--- config.mk ---
export PLATFORM = sky130hd
export DESIGN_NAME = pm_cell
export DESIGN_NICKNAME = d
export VERILOG_FILES = /design/src/rtl/pm_pkg.sv /design/src/rtl/pm_cell.sv
export SDC_FILE = /design/constraint.sdc
export NUM_CORES = 1
export LEC_CHECK = 0
export BUFFER_PORTS_ARGS = -buffer_cell sky130_fd_sc_hd__buf_4
export CELL_PAD_IN_SITES_DETAIL_PLACEMENT = 2
export CELL_PAD_IN_SITES_GLOBAL_PLACEMENT = 2
export CORE_ASPECT_RATIO = 0.9
export CORE_MARGIN = 5
export CORE_UTILIZATION = 35
export CTS_BUF_LIST = sky130_fd_sc_hd__clkbuf_8
export DETAILED_ROUTE_END_ITERATION = 8
export GPL_TIMING_DRIVEN = 0
export PLACE_DENSITY_LB_ADDON = 0.15
export SETUP_SLACK_MARGIN = 0.2
export SLEW_MARGIN = 40
export SYNTH_ARGS = -nofsm -noshare
export SYNTH_HDL_FRONTEND = slang
export SYNTH_SLANG_ARGS = --single-unit
--- constraint.sdc ---
create_clock -name clk -period 14.6 [get_ports clk]
set_input_delay 2.92 -clock clk [delete_from_list [all_inputs] [get_ports clk]]
set_output_delay 2.92 -clock clk [all_outputs]
set_load 0.05 [all_outputs]
--- src/rtl/pm_pkg.sv ---
// Package for the polynomial multiplier: sizes, payload types, cell control
// struct and state encoding. No dependencies.
package pm_pkg;

  localparam int MAX_TERMS = 16;                     // cells in the chain
  localparam int COEF_W    = 16;                     // Q8.8 coefficient width
  localparam int PROD_W    = 40;                     // Q24.16 sum width
  localparam int POW_W     = 5;                      // power field width
  localparam int CNT_W     = $clog2(MAX_TERMS + 1);  // counts 0..MAX_TERMS
  localparam int MUL_W     = 2 * COEF_W;

  localparam logic KIND_FIRST  = 1'b0;
  localparam logic KIND_SECOND = 1'b1;

  typedef logic signed [COEF_W-1:0] coef_t;
  typedef logic        [PROD_W-1:0] sum_t;
  typedef logic        [CNT_W-1:0]  cnt_t;
  typedef logic        [POW_W-1:0]  pow_t;

  typedef enum logic {
    S_IDLE,
    S_FLUSH
  } state_t;

  // Broadcast to every cell each cycle
  typedef struct packed {
    logic  load;   // write coef into the selected cell
    logic  mac;    // add a*coef into the handed-down sum
    logic  clear;  // drop the stored sums (new second polynomial)
    logic  shift;  // take the neighbor's sum
    coef_t coef;
  } cell_ctl_t;

endpackage

--- src/rtl/pm_cell.sv ---
// One multiply-accumulate cell: holds one first-polynomial coefficient and
// one pending sum. Depends on pm_pkg.
module pm_cell (
  input  logic              clk,
  input  pm_pkg::cell_ctl_t ctl,
  input  logic              sel,     // this cell is the load target
  input  logic              active,  // index below the first length
  input  pm_pkg::sum_t      acc_in,  // from the higher neighbor
  output pm_pkg::sum_t      acc_out  // to the lower neighbor
);
  import pm_pkg::*;

  coef_t                    a;
  sum_t                     ps;
  logic signed [MUL_W-1:0]  mul;
  logic signed [PROD_W-1:0] prod;

  assign mul     = a * ctl.coef;
  assign prod    = PROD_W'(mul);   // sign-extend to the sum width
  assign acc_out = (ctl.clear ? '0 : ps) + ((ctl.mac && active) ? sum_t'(prod) : '0);

  always_ff @(posedge clk) begin
    if (ctl.load && sel) begin
      a <= ctl.coef;
    end
    if (ctl.shift) begin
      ps <= acc_in;
    end
  end

endmodule

==> impl_metrics.py <==
metrics = {
    "sta": {
        "max_slew_margin_pct": 50.5,
        "rsz0062_at_grt": "no",
        "period_share_pct": 96.6,
        "tightest_slew_ps": 742,
        "finalHoldViolCount": 0,
        "layout_setup_ws_ps": 493,
        "setup_tns_ps": 0,
        "setup_viol_count_final": 0,
        "max_freq_ghz": 0.0709,
        "finalMaxSlewViolations": 0,
        "layout_min_cycle_time_ps": 14110,
    },
    "worst_setup_path": {
        "worstPathArrival_ps": 11190,
        "crit_path_frequent_cell": "fa_1",
        "startpoint_type": "primary input",
        "critical_path_class": "in -> out",
        "required_ps": 11680,
        "cp_slowest_stage_delay_ps": 540,
        "slowest_stage": "fa_1",
        "cp_max_fo": 10,
        "cp-end-kind": "primary output",
    },
    "logic_synthesis": {
        "seq_area_frac_synth_pct": 12.1,
        "synth_edf_count": 56,
        "syn_nets": 1933,
        "syn_inst": 1489,
        "yosys_warnings": 0,
        "ys_ff_latch": 56,
        "ys_async_sr_fraction_pct": 0,
        "netlist_area_um2": 13900,
        "synthDistinctLibCells": 75,
        "synthFlopType": "edfxtp_1",
        "synth.avg_cell_area_um2": 9.34,
    },
    "worst_hold_path": {
        "min_path_type": "in -> reg",
    },
    "cts": {
        "cts_buffers": 5,
        "cts.sinks": 56,
        "cts.hold.buffers_added": 0,
        "cts_tree": "built",
        "cts_root_buffer": "clkbuf_8",
        "cts.reportedPaths.clkPinSlew_ps": 120,
        "cts.htree.levels": 2,
        "clock_path_buffers": 2,
    },
    "routing": {
        "drtAntennaViolNets": 0,
        "avgRoutedWirePerCell_um": 20.2,
        "dr.pass1.iters": 4,
        "drt_iter0_markers": 294,
        "viasPerCell": 4.99,
        "drc_errors": 0,
        "via_count": 10600,
        "wirelength_mm": 43.0,
    },
    "placement": {
        "dp_hpwl_mm": 37.4,
        "place_congestion": 0.846,
        "dp_cells": 2123,
        "port_buffers": 102,
        "place_ws_ps": -487,
    },
    "global_route": {
        "gr-total-overflow": 0,
        "grtUsageTotal_pct": 20.3,
        "grt_pass1_vias": 12300,
        "grt_start_max_net_pins": 41,
        "antenna_found_initial": 1,
        "grt_pass1_wl_mm": 68.5,
    },
    "die": {
        "fp-row-count": 69,
        "ioPinCount": 103,
        "die_w_um": 220,
        "start_util_pct": 35.3,
        "die_h_um": 199,
        "die_area_um2": 43800,
        "core_area_um2": 39400,
    },
    "final_layout": {
        "utilization_pct": 39.6,
        "final_cells": 2131,
        "drive_gt1_share_pct": 10.5,
        "syn_to_final_growth_pct": 12.1,
        "nets": 2040,
    },
    "run": {
        "drv_cap": 0,
    },
    "outcome": {
        "outcome": "completed",
    },
}
-- metal layers --
| metal | GRT usage [%] | wire length (µm) | up-vias |
|---|---|---|---|
| li1 | - | - | 4850 |
| met5 | 0 | 0 | - |
| met1 | 25.7 | 18100 | 5652 |
| met2 | 37.8 | 23000 | 109 |
| met4 | 3.14 | 500 | 0 |
| met3 | 2.32 | 1390 | 25 |
-- layout by cell type, fill, tap and decap left out, types with 18 or more instances in the layout --
cell / instances
inv_1: 304
fa_1: 261
nand2_1: 148
and2_1: 126
ha_1: 117
buf_4: 104
nor2_1: 63
edfxtp_1: 56
xnor2_1: 51
nor2b_1: 47
a21oi_1: 47
o21ai_0: 24
clkbuf_1: 23
a21o_1: 18
-- timing repair --
action	4_1_cts	5_1_grt
pin swaps	2	6
endpoints found under the setup margin	10	9
buffers inserted	1	0
hold endpoints to repair	0	0
resized for setup	25	31
-- through the flow --
| stage | hold slack, ps | instance area (µm²) |
|---|---|---|
| after floorplan | 3020 | 13900 |
| after global placement | 3100 | 15300 |
| after detailed placement | 3100 | 15300 |
| after CTS | 2680 | 15500 |
| after global routing | 2680 | 15600 |
| final | 2710 | 15600 |
-- kinds of logic after synthesis --
kind of cell               share of synthesized area (%)
buffers and inverters                               9.30
muxes                                              0.144
adders and majority gates                           48.5
AOI/OAI and AO/OA                                   8.81
xor gates and xnor gates                            4.39
and+or+nand+nor                                     16.7
DFF                                                 12.1
-- worst max-delay path, delay by kind of cell --
kind                       cells  cell delay, ps
adders and majority gates      8            3770
and+or+nand+nor                3             390
AOI/OAI and AO/OA             15            3040
xor gates and xnor gates       1             150
buffers and inverters          7             780
muxes                          1             110
-- final timing paths --
check	start	endpoint	slack, ps	cells past startpoint
worst max-delay path	ctl[4]	acc_out[39]	490	35
worst min-delay path	acc_in[37]	ps[37]	2710	1
-- cells in the mapped netlist (7+ instances only) --
master    count  area (µm²)
edfxtp_1     56        1680
o21a_1       10        75.1
o21ai_0      27         135
a21o_1       18         135
nand2_1     148         556
a21oi_1      54         270
nor3_1       12        60.1
nor2b_1      47         294
xnor2_1      51         447
and3_1        7        43.8
nor2_1       67         251
ha_1        118        1480
inv_1       303        1140
fa_1        263        5270
xor2_1       16         140
clkbuf_1     38         143
o21bai_1     14         105
nand2b_1     12        75.1
and2_1      127         795
nand3_1      12        60.1
-- final cells by class --
cell class	instances	area, µm²
sequential	56	1680
multi-input combinational	1089	11100
clock inverter	3	21.3
inverter	303	1140
buffer	38	190
timing repair buffer	103	773
clock buffer	5	68.8
fill	4401	23800
tap	532	666
antenna	2	5.00
-- flip-flops by register name, indices dropped and copies added, names as in the netlist --
register and cells:
ps 40, a 16
Power is not shown: default switching activity piles up to over one toggle a cycle in this logic, so the estimate is an artifact.
